**src/sv/mwm_pkg.sv**
```systemverilog
`default_nettype none
package mwm_pkg;

    localparam int FRAC_BITS       = 14;
    localparam int DUTY_FULL_SCALE = 4096;
    localparam int ONE             = 1 << FRAC_BITS;

    localparam int NWHEEL  = 4;
    localparam int VEL_W   = 16;
    localparam int MAG_W   = 15;
    localparam int DUTY_W  = 13;
    localparam int SUM_W   = VEL_W + 2;
    localparam int ABS_W   = SUM_W - 1;
    localparam int Q_W     = FRAC_BITS + 1;
    localparam int V_W     = 15;
    localparam int DIV_STAGES = Q_W;

    localparam int QUEUE_DEPTH = 4;
    localparam int PTR_W       = $clog2(QUEUE_DEPTH);

    localparam int WHEEL_FL = 0;
    localparam int WHEEL_FR = 1;
    localparam int WHEEL_BL = 2;
    localparam int WHEEL_BR = 3;

    typedef logic signed [SUM_W-1:0] sum_t;

    typedef struct packed {
        sum_t [NWHEEL-1:0] sum;
        logic [MAG_W-1:0]  mag;
    } cmd_t;

    function automatic sum_t sx(input logic [VEL_W-1:0] v);
        sx = sum_t'({{(SUM_W-VEL_W){v[VEL_W-1]}}, v});
    endfunction

endpackage
`default_nettype wire

```
**src/sv/mwm_front.sv**
```systemverilog
`default_nettype none
module mwm_front
(
    input  wire logic [mwm_pkg::VEL_W-1:0] lateral_vel,
    input  wire logic [mwm_pkg::VEL_W-1:0] forward_vel,
    input  wire logic [mwm_pkg::VEL_W-1:0] turn_rate,
    input  wire logic [mwm_pkg::MAG_W-1:0] magnitude,
    output mwm_pkg::cmd_t                  cmd
);

    mwm_pkg::sum_t vx;
    mwm_pkg::sum_t vy;
    mwm_pkg::sum_t w;

    assign vx = mwm_pkg::sx(lateral_vel);
    assign vy = mwm_pkg::sx(forward_vel);
    assign w  = mwm_pkg::sx(turn_rate);

    // wheel sums of the inverse kinematics
    always_comb
    begin
        cmd.sum[mwm_pkg::WHEEL_FL] = vy + vx + w;
        cmd.sum[mwm_pkg::WHEEL_FR] = vy - vx - w;
        cmd.sum[mwm_pkg::WHEEL_BL] = vy - vx + w;
        cmd.sum[mwm_pkg::WHEEL_BR] = vy + vx - w;
        cmd.mag = magnitude;
    end

endmodule
`default_nettype wire

```
**config.mk**
```make
export PLATFORM = sky130hd
export DESIGN_NAME = mwm_front
export DESIGN_NICKNAME = d
export VERILOG_FILES = /design/src/sv/mwm_pkg.sv /design/src/sv/mwm_front.sv
export SDC_FILE = /design/constraint.sdc
export NUM_CORES = 1
export LEC_CHECK = 0
export BUFFER_PORTS_ARGS = -buffer_cell sky130_fd_sc_hd__clkbuf_2
export CAP_MARGIN = 20
export CORE_MARGIN = 2
export CORE_UTILIZATION = 37
export DETAILED_ROUTE_END_ITERATION = 6
export SYNTH_ARGS = -nofsm -noshare
export SYNTH_HDL_FRONTEND = slang
export SYNTH_SLANG_ARGS = --single-unit
```
**constraint.sdc**
```tcl
create_clock -name vclk -period 6.5
set_input_delay 1.625 -clock vclk [all_inputs]
set_output_delay 1.625 -clock vclk [all_outputs]
set_load 0.02 [all_outputs]
```
==> out/metrics.cfg <==
[global_routing]
grtUsageTotal_pct=19.7
antenna_found_initial=0
grt_max_degree=11
grt_pass1_wl_mm=23.8
grt_overflow=0
grt_pass1_vias=5226

[place]
globalplace.congestion=0.978
hpwl_mm=13.0
pre_cts_slack_ns=-0.206
portBuffers=120
place_area_um2=6560

[pwr]
finalPower_w=0.00214
p_leak_nw=3.70
max-vdd-ir-drop_uv=147
power_per_cell_area_nw_per_um2=277

[routing]
drt_first_iter_violations=254
viasPerCell=5.11
wl_per_cell_um=14.3
antenna_left=0
num_vias=5700
routed_wl_mm=16.0
dr.pass1.iters=5
drc=0

[layout]
nClkBuffers=0
layout_commonest_cell=buf_4
syn2layout_area_growth_pct=55.0
final_cell_mix=buf_4 (162), clkbuf_2 (91), ha_1 (79)
postLayoutCellArea_um2=7710
nFillCells=1223
antenna_cells=0
seq_cells=0
nets=1110
drive_gt1_share_pct=46.2
seqCellArea_um2=0

[die]
start_util_pct=37.7
ios=150
die_area_um2=14400
die_h_um=120
rows=42
die_w_um=120
core_area_um2=13200

[worst_setup_path]
worstSetupPathType=primary input to output port
arrival_ns=4.86
cp-start-kind=primary input
required_ns=4.88
endpoint_kind=output port
crit_fanout=6

[flow_run]
drv_cap=0

[synth]
ys_warn_count=0
avgSynthCellArea_um2=7.03
syn_nets=877
synth_fa_ha_area_share_pct=27.6
synth_top_area_cell=ha_1
synth_seq_area_share_pct=0
synth.area.mux_share_pct=0.201
synth_area_leaders=ha_1 (25%), xnor2_1 (12%), a21oi_1 (8.1%), inv_1 (6.5%), nor2_1 (6.3%)
synth_top_area_share_pct=25.1
synth_top_family_by_area=compound AO/OA/AOI/OAI gates
synth_compound_area_share_pct=29.7
synthSimpleGateAreaFrac_pct=16.0
yosys.area_share.xor_xnor_pct=14.6
synthCells=708
ys_types=74
synth_area_um2=4980

[worst_hold_path]
hold_end=cmd[12]
hp-start=magnitude[12]
holdPathStages=0
hold_path.class=primary input to output port

[timing]
fin_crit_sh_pct=99.8
hold_viol=0
rsz0062_at_grt=yes
slew-limit-headroom_pct=71.5
worstMarginPinSlew_ns=0.427
period_needed_ns=6.49
finalWorstSetupSlack_ns=0.0141
fmax_mhz=154
drv_slew=0
setup_viol=0

[status]
status=completed

[clocking]
cts_hold_buf=0

[layout make-up]
type	instances	area [um2]	area share, %
Timing Repair Buffer	276	1920	24.9
Multi-Input combinational cell	575	5240	67.9
Tap cell	176	220	2.85
Inverter	88	338	4.38
[synth_stat cells (all sizes together), types with 8 or more instances]
cell type	number
a21oi	81
inv	88
buf	34
ha	100
nor3	9
clkbuf	11
o21bai	14
nand2b	11
o21a	8
o21ai	29
a211oi	8
nor2	85
xor2	11
nand2	25
nor2b	11
o31ai	11
xnor2	71
a21o	9
[through the flow]
step / utilization [%] / cells / setup TNS [ns] / hold slack, ns
final: 58.5 / 1115 / 0 / 3.25
after global placement: 49.7 / 1095 / -2.08 / 3.25
after CTS: 52.0 / 1102 / -0.0322 / 3.25
after floorplan: - / 708 / 0 / 3.36
after detailed placement: 49.7 / 1095 / -2.26 / 3.25
after global routing: 58.5 / 1115 / -1.06 / 3.25
[per-layer routing]
metal	wire, um	track usage, %	share of wire [%]	vias to the layer above
met5	0	0	0	-
li1	-	-	-	2908
met4	273	2.35	1.7	0
met1	7310	27.4	46	2648
met2	7790	34.4	49	125
met3	589	0.856	3.7	19
[worst max-delay path, cell delays in order]
cell	delay (ns)
buf_8	0.07
inv_4	0.03
ha_4	0.33
inv_4	0.06
a221oi_4	0.31
buf_4	0.17
a21oi_2	0.04
nor2_1	0.11
nor2_1	0.07
nor2_2	0.15
xnor2_2	0.11
ha_1	0.36
or2_4	0.28
nor4_4	0.29
a211oi_2	0.12
nand2_2	0.12
a21oi_2	0.06
o21bai_1	0.18
xnor2_1	0.18
buf_4	0.19
[what timing repair did]
item / in CTS / in global routing
endpoints found under the setup margin: 26 / 36
pin swaps: 24 / 83
gates resized for setup: 48 / 189
setup buffers: 7 / 13
[worst max path at each step]
stage                         from      end  slack [ns]  depth (start not counted)
CTS                 lateral_vel[0]  cmd[31]       -0.03                         17
global placement    lateral_vel[4]  cmd[31]       -0.21                         17
global route        lateral_vel[4]  cmd[26]       -0.17                         20
floorplan           lateral_vel[6]  cmd[48]        0.07                         15
detailed placement  lateral_vel[4]  cmd[31]       -0.21                         17
finish              lateral_vel[4]  cmd[26]        0.01                         20
[logic make-up (layout without fill, tap and decap cells)]
logic type	Yosys count	in the layout
AO/OA/AOI/OAI	216	216
AND/OR/NAND/NOR	170	170
buffers and inverters	133	364
adder cells (fa/ha/maj)	106	106
XOR/XNOR	82	82
multiplexers	1	1
[power by group]
part | total [W] | switching, W | internal [W]
clock | 0 | 0 | 0
sequential | 0 | 0 | 0
combinational | 0.00214 | 0.00118 | 0.000959
total | 0.00214 | 0.00118 | 0.000959
No activity file was read; power rests on OpenSTA's default activity.
