==> src/sv/mwm_pkg.sv <==
`default_nettype none
package mwm_pkg;

    localparam int FRAC_BITS       = 14;
    localparam int DUTY_FULL_SCALE = 4096;
    localparam int ONE             = 1 << FRAC_BITS;

    localparam int NWHEEL  = 4;
    localparam int VEL_W   = 16;
    localparam int MAG_W   = 15;
    localparam int DUTY_W  = 13;
    localparam int SUM_W   = VEL_W + 2;
    localparam int ABS_W   = SUM_W - 1;
    localparam int Q_W     = FRAC_BITS + 1;
    localparam int V_W     = 15;
    localparam int DIV_STAGES = Q_W;

    localparam int QUEUE_DEPTH = 4;
    localparam int PTR_W       = $clog2(QUEUE_DEPTH);

    localparam int WHEEL_FL = 0;
    localparam int WHEEL_FR = 1;
    localparam int WHEEL_BL = 2;
    localparam int WHEEL_BR = 3;

    typedef logic signed [SUM_W-1:0] sum_t;

    typedef struct packed {
        sum_t [NWHEEL-1:0] sum;
        logic [MAG_W-1:0]  mag;
    } cmd_t;

    function automatic sum_t sx(input logic [VEL_W-1:0] v);
        sx = sum_t'({{(SUM_W-VEL_W){v[VEL_W-1]}}, v});
    endfunction

endpackage
`default_nettype wire

==> src/sv/mwm_queue.sv <==
`default_nettype none
module mwm_queue
(
    input  wire logic          clk,
    input  wire logic          rst_n,
    input  wire logic          push,
    input  mwm_pkg::cmd_t      push_data,
    output logic               full,
    input  wire logic          pop,
    output logic               not_empty,
    output mwm_pkg::cmd_t      head
);

    mwm_pkg::cmd_t mem [mwm_pkg::QUEUE_DEPTH];
    logic [mwm_pkg::PTR_W-1:0] wr_ptr_reg;
    logic [mwm_pkg::PTR_W-1:0] rd_ptr_reg;
    logic [mwm_pkg::PTR_W:0]   count_reg;
    logic [mwm_pkg::PTR_W:0]   count_next;
    logic                      do_pop;

    assign full      = (count_reg == (mwm_pkg::PTR_W+1)'(mwm_pkg::QUEUE_DEPTH));
    assign not_empty = (count_reg != '0);
    assign do_pop    = pop && not_empty;
    assign head      = mem[rd_ptr_reg];

    always_comb
    begin
        count_next = count_reg;
        if (push && !do_pop)
        begin
            count_next = count_reg + 1'b1;
        end
        else if (do_pop && !push)
        begin
            count_next = count_reg - 1'b1;
        end
    end

    always_ff @(posedge clk)
    begin
        if (push)
        begin
            mem[wr_ptr_reg] <= push_data;
        end
    end

    always_ff @(posedge clk or negedge rst_n)
    begin
        if (!rst_n)
        begin
            wr_ptr_reg <= '0;
            rd_ptr_reg <= '0;
            count_reg  <= '0;
        end
        else
        begin
            if (push)
            begin
                wr_ptr_reg <= wr_ptr_reg + 1'b1;
            end
            if (do_pop)
            begin
                rd_ptr_reg <= rd_ptr_reg + 1'b1;
            end
            count_reg <= count_next;
        end
    end

endmodule
`default_nettype wire

==> config.mk <==
export PLATFORM = sky130hd
export DESIGN_NAME = mwm_queue
export DESIGN_NICKNAME = d
export VERILOG_FILES = /design/src/sv/mwm_pkg.sv /design/src/sv/mwm_queue.sv
export SDC_FILE = /design/constraint.sdc
export NUM_CORES = 1
export LEC_CHECK = 0
export ABC_AREA = 1
export BUFFER_PORTS_ARGS = -buffer_cell sky130_fd_sc_hd__buf_2
export CORE_MARGIN = 4
export CORE_UTILIZATION = 35
export CTS_CLUSTER_SIZE = 20
export DETAILED_ROUTE_END_ITERATION = 12
export SYNTH_ARGS = -nofsm -noshare
export SYNTH_HDL_FRONTEND = slang
export SYNTH_SLANG_ARGS = --single-unit
==> constraint.sdc <==
create_clock -name clk -period 2.9 [get_ports clk]
set_input_delay 0.29 -clock clk [delete_from_list [all_inputs] [get_ports clk]]
set_output_delay 0.29 -clock clk [all_outputs]
set_load 0.01 [all_outputs]
==> impl_metrics.json, run 1 <==
{
  "nets": 1438,
  "combPwrFrac": 0.334,
  "rsz0062_at_grt": "false",
  "placementRows": 73,
  "worst_slack_ns": 0.3574,
  "final_util": 0.4451,
  "setup_violations": 0,
  "layout.area.seq_sq_um": 10630,
  "yosys.area_share.simple": 0.07639,
  "power_frac_clock": 0.264,
  "vias": 8587,
  "use_met3": 0.02795,
  "synthMuxAreaShare": 0,
  "ys_seq_elements": 355,
  "hold_class": "in2reg",
  "gr-max-usage-layer": "met2",
  "largest_register_ffs": 348,
  "track_usage": 0.1350,
  "max_freq_mhz": 393.3,
  "wirelength_um": 29670,
  "cts_tree": "built",
  "status": "complete, no violations",
  "drc": 0,
  "worstSetupStartpointType": "flip-flop",
  "synth_area_leaders": "edfxtp_1 (74%), o211ai_1 (9.2%), nand2_1 (7.4%), inv_1 (4.9%), dfrtp_1 (1.2%)",
  "syn_nets": 1167,
  "max_cap_viol_count": 0,
  "grt_pass1_vias": 8523,
  "clk_latency_ns": 0.53,
  "gr-total-overflow": 0,
  "cts_max_path_buffers": 3,
  "die_area_sq_um": 43860,
  "sw_frac_of_total": 0.3402,
  "setup-tns-final_ns": 0,
  "arrival_ns": 2.25,
  "grt.met2_usage": 0.2215,
  "crit_type": "reg2out",
  "p_leak_uw": 0.007133,
  "ys_types": 20,
  "cts.clk_slew.worst_paths_ns": 0.05,
  "core_area_sq_um": 39910,
  "critPathMaxStageDelay_ns": 0.45,
  "ant_nets": 0,
  "critPathMostFrequentCell": "nand2_1",
  "area_delta_synth_final_pct": 25.11,
  "p_total_uw": 17240,
  "yosysWarnings": 0,
  "synth_cells": 1070,
  "p_int_uw": 11370,
  "fp.dieW_um": 209.4,
  "slowest_stage": "dfrtp_1",
  "drt_iter0_markers": 447,
  "via_per_inst": 4.534,
  "grtUsageMet1": 0.1785,
  "synth_top_family_by_area": "compound AO/OA/AOI/OAI gates",
  "die_h_um": 209.4,
  "yosysTopAreaCell": "edfxtp_1",
  "end_kind": "primary output",
  "drive_gt1_frac": 0.1864,
  "cts_sinks": 355,
  "htree_num_levels": 2,
  "fillCellCount": 3580,
  "syn_avg_cell_area_sq_um": 13.27,
  "pre_cts_slack_ns": 0.8960,
  "synth-adder-area-share": 0.005815,
  "relSlewSlack": 0.6363,
  "power_frac_seq": 0.402,
  "antenna_found_initial": 1,
  "synthXorXnorAreaFrac": 0.001233,
  "path_cells": "inv_8, buf_4, nand2_1, o211ai_1, nand2_1, buf_2",
  "synth_compound_area_frac": 0.09233,
  "io_pins": 180,
  "fin_area_sq_um": 17770,
  "multi_input_area_sq_um": 2496,
  "root_buffer": "clkbuf_16",
  "tightest_slew_ns": 0.5456,
  "crit_required_ns": 2.61,
  "initial_core_util": 0.3558,
  "finalMaxSlewViolations": 0,
  "gp_congestion": 0.6983,
  "vdd_drop_max_uv": 1001,
  "dp_hpwl_um": 16710,
  "critPathMaxFanout": 88,
  "grt_max_degree": 89,
  "hold_violations": 0,
  "period_share": 0.8767,
  "p_sw_uw": 5865,
  "wire_per_inst_um": 15.66,
  "powerDensity_nw_per_um2": 970.3,
  "fin_crit_ns": 2.543,
  "clock_skew_ns": 0.009831,
  "seq_area_frac_synth": 0.7482,
  "grt_pass1_wl_um": 46840,
  "first_pass_iters": 4,
  "placed_area_sq_um": 15700,
  "port_buffers": 179,
  "syn-cell-area_sq_um": 14200,
  "yosys.area.top_type_share": 0.7359,
  "cts_buffers": 39
}
==> layout make-up <==
cell class,count,share of cell area
diodes,1,0.0001408
clock inverters,15,0.005282
repair buffers,288,0.1175
flip-flops and latches,355,0.5982
well taps,525,0.03697
clock buffers,53,0.06085
inverters,187,0.04056
multi-input cells,470,0.1405
==> worst max-delay path: cells and delay by family (launching register included) <==
family	cells	cell delay, ns
simple gates	2	0.18
flops	1	0.45
buf+inv	3	0.96
compound gates	1	0.10
==> placed cells by master (no fill, tap or decap), drive strengths merged, types with 3 or more instances in the layout <==
master       instances
o211ai             174
nand3                3
ha                   5
dfrtp                7
clkbuf              53
nand2              281
dlygate4sd3         89
edfxtp             348
clkinv              15
buf                199
inv                186
==> metrics by stage <==
step	hold slack, ns	cells
detailed placement	0.1455	1736
CTS	0.04865	1893
global placement	0.1429	1736
floorplan	-0.005591	1070
global route	0.07397	1894
finish	0.08904	1894
==> power groups by stage <==
stage | combinational, uW | clock (uW) | sequential [uW]
5_1_grt | 6500 | 4920 | 7000
3_5_place_dp | 5810 | 0 | 7040
4_1_cts | 5930 | 4720 | 6940
2_1_floorplan | 3690 | 0 | 7050
3_3_place_gp | 5740 | 0 | 7020
6_report | 5760 | 4550 | 6930
==> metal layers <==
| metal | up-vias | part of all wire |
|---|---|---|
| met5 | - | 0 |
| met2 | 151 | 0.48 |
| met4 | 0 | 0.025 |
| met1 | 4103 | 0.45 |
| met3 | 42 | 0.048 |
| li1 | 4291 | - |
==> path summary, 6_finish.rpt <==
path	slack, ns	cells past startpoint	endpoint	startpoint
hold / removal	0.09	2	wr_ptr_reg[0]$_DFFE_PN0P_	push
setup reg to reg	1.10	10	count_reg[2]$_DFFE_PN0P_	count_reg[0]$_DFFE_PN0P_
setup / recovery	0.36	6	head[84]	rd_ptr_reg[0]$_DFFE_PN0P_
max in group asynchronous	2.55	2	rd_ptr_reg[1]$_DFFE_PN0P_	rst_n
hold reg to reg	0.49	2	count_reg[2]$_DFFE_PN0P_	count_reg[2]$_DFFE_PN0P_
min in group asynchronous	0.15	2	count_reg[1]$_DFFE_PN0P_	rst_n
==> synth_stat cells <==
cell	n
inv_2	2
clkbuf_1	7
buf_2	29
o21ai_1	1
fa_1	1
xnor2_1	1
ha_1	5
inv_1	185
buf_4	5
nand2_1	281
nand3_1	3
xor2_1	1
nand4_1	1
nor2_1	1
nor3_1	1
buf_1	3
dfrtp_1	7
o211ai_1	174
buf_6	14
edfxtp_1	348
==> repair_timing <==
item | in CTS | in global routing
hold buffers | 89 | 0
hold endpoints to repair | 356 | 0
gates resized for setup | 0 | 0
buffers inserted | 0 | 0
==> cells by family after synthesis <==
| logic type | after synthesis |
|---|---|
| AO/OA/AOI/OAI | 175 |
| XOR/XNOR | 2 |
| adder cells (fa/ha/maj) | 6 |
| buffers and inverters | 245 |
| flip-flops | 355 |
| AND/OR/NAND/NOR | 287 |
Power figures use the tool's default switching activity.
==> inputs of run 2 (changes only) <==
--- a/config.mk
+++ b/config.mk
@@ -7,6 +7,7 @@
 export LEC_CHECK = 0
 export ABC_AREA = 1
 export BUFFER_PORTS_ARGS = -buffer_cell sky130_fd_sc_hd__buf_2
+export CORE_ASPECT_RATIO = 0.9
 export CORE_MARGIN = 4
 export CORE_UTILIZATION = 35
 export CTS_CLUSTER_SIZE = 20
==> impl_metrics.json, run 2 (synthesis gave the netlist of run 1 again) <==
{
  "grt.met2_usage": 0.2167,
  "htree_num_levels": 2,
  "via_per_inst": 4.528,
  "fin_crit_ns": 2.464,
  "critPathMaxStageDelay_ns": 0.44,
  "grt_pass1_wl_um": 45470,
  "gr-total-overflow": 0,
  "drt_iter0_markers": 477,
  "rsz0062_at_grt": "false",
  "hold_path_depth": 2,
  "fp.dieW_um": 220.3,
  "setup-tns-final_ns": 0,
  "io_pins": 180,
  "relSlewSlack": 0.6413,
  "max_cap_viol_count": 0,
  "path_cells": "inv_8, buf_12, nand2_1, o211ai_1, nand2_1, buf_2",
  "wirelength_um": 29510,
  "track_usage": 0.1331,
  "setup_violations": 0,
  "cts_tree": "built",
  "grt_max_degree": 89,
  "placed_cells": 1741,
  "gr-max-usage-layer": "met2",
  "p_total_uw": 17350,
  "fin_area_sq_um": 17800,
  "max_freq_mhz": 405.9,
  "slowest_stage": "dfrtp_1",
  "endpoint": "head[49]",
  "gp_congestion": 0.7349,
  "hold_class": "in2reg",
  "vias": 8590,
  "grtUsageMet1": 0.1737,
  "drive_gt1_frac": 0.1870,
  "antenna_found_initial": 2,
  "core_area_sq_um": 39800,
  "fin_cells": 1897,
  "placementRows": 69,
  "worstHoldStart": "push",
  "nets": 1435,
  "cts.clk_slew.worst_paths_ns": 0.05,
  "worst-path-buf-inv": 3,
  "worstReg2RegEnd": "mem[0][43]$_DFFE_PP_",
  "crit_type": "reg2out",
  "arrival_ns": 2.17,
  "clk_latency_ns": 0.53,
  "cts_sinks": 355,
  "use_met3": 0.04136,
  "wire_per_inst_um": 15.56,
  "largest_register_ffs": 348,
  "critPathMaxFanout": 75,
  "finalMaxSlewViolations": 0,
  "area_delta_synth_final_pct": 25.34,
  "die_area_sq_um": 43870,
  "critPathMostFrequentCell": "nand2_1",
  "layout_commonest_cell": "edfxtp_1",
  "drc": 0,
  "tightest_slew_ns": 0.5375,
  "root_buffer": "clkbuf_16",
  "p_leak_uw": 0.007142,
  "dp_hpwl_um": 16740,
  "r2r_cells": 5,
  "cp.depth": 6,
  "worstSetupStartpointType": "flip-flop",
  "cts_resized": 0,
  "cts_buffers": 38,
  "hold_violations": 0,
  "port_buffers": 179,
  "grt_pass1_vias": 8283,
  "rrSetupSlack_ns": 1.06,
  "placed_area_sq_um": 15690,
  "period_share": 0.8496,
  "regToRegStartpoint": "wr_ptr_reg[0]$_DFFE_PN0P_",
  "layout_common_cells": "edfxtp_1 (348), nand2_1 (281), inv_1 (181)",
  "cts_max_path_buffers": 3,
  "vdd_drop_max_uv": 631.2,
  "status": "complete, no violations",
  "crit_required_ns": 2.61,
  "clock_skew_ns": 0.01387,
  "end_kind": "primary output",
  "ant_nets": 0,
  "cp-startpoint": "rd_ptr_reg[0]$_DFFE_PN0P_",
  "die_h_um": 199.1,
  "powerDensity_nw_per_um2": 974.5,
  "cp_top_family": "buffers and inverters",
  "first_pass_iters": 5,
  "initial_core_util": 0.3568
}
-- run 2: cell types whose count changed in the layout (fill, tap and decap cells not counted), sizes merged --
cell,delta
buf,-2
bufinv,+2
clkbuf,-1
clkinvlp,+1
clkinv,-4
-- run 2: routing by layer --
metal | share of wire | vias to the layer above
li1 | - | 4275
met1 | 0.45 | 4092
met2 | 0.47 | 178
met3 | 0.063 | 43
met4 | 0.017 | 2
met5 | 0.00027 | -
-- run 2: worst min-delay path by stage --
stage,end
final,wr_ptr_reg[0]$_DFFE_PN0P_
after global routing,wr_ptr_reg[1]$_DFFE_PN0P_
after CTS,wr_ptr_reg[0]$_DFFE_PN0P_
after detailed placement,rd_ptr_reg[1]$_DFFE_PN0P_
after global placement,rd_ptr_reg[0]$_DFFE_PN0P_
after floorplan,count_reg[0]$_DFFE_PN0P_
-- run 2: cell type report --
type | instances | area [sq um]
clock inverter | 14 | 146.4
antenna | 1 | 2.502
fill | 3589 | 22000
tap | 532 | 665.6
sequential | 355 | 10630
timing repair buffer | 286 | 2072
inverter | 187 | 720.7
clock buffer | 52 | 1067
multi-input combinational | 470 | 2496
-- run 2: worst register-to-register path, delay by kind of cell, from the launching register on --
family,cells,cell delay [ns]
AND/OR/NAND/NOR,1,0.08
buffers and inverters,3,0.84
adder cells (fa/ha/maj),1,0.15
flip-flops,1,0.42
-- run 2: stage by stage --
step / hold WS [ns] / worst slack [ns] / util
2_1_floorplan: -0.005591 / 0.1006 / -
3_3_place_gp: 0.1433 / 0.9147 / 0.3943
3_5_place_dp: 0.1450 / 0.9443 / 0.3943
4_1_cts: 0.01090 / 0.3375 / 0.4472
5_1_grt: 0.05043 / 0.2593 / 0.4472
6_report: 0.05990 / 0.4362 / 0.4472
-- run 2: timing repair --
item / CTS / global route
buffers inserted: 0 / 0
hold buffers: 89 / 0
endpoints found under the hold margin: 356 / 0
-- run 2: where the power goes --
part / switching, uW / internal, uW / total, uW / leakage (uW)
Sequential: 232 / 6710 / 6940 / 0.00328
Clock: 1850 / 2840 / 4690 / 0.000591
Combinational: 3760 / 1960 / 5720 / 0.00327
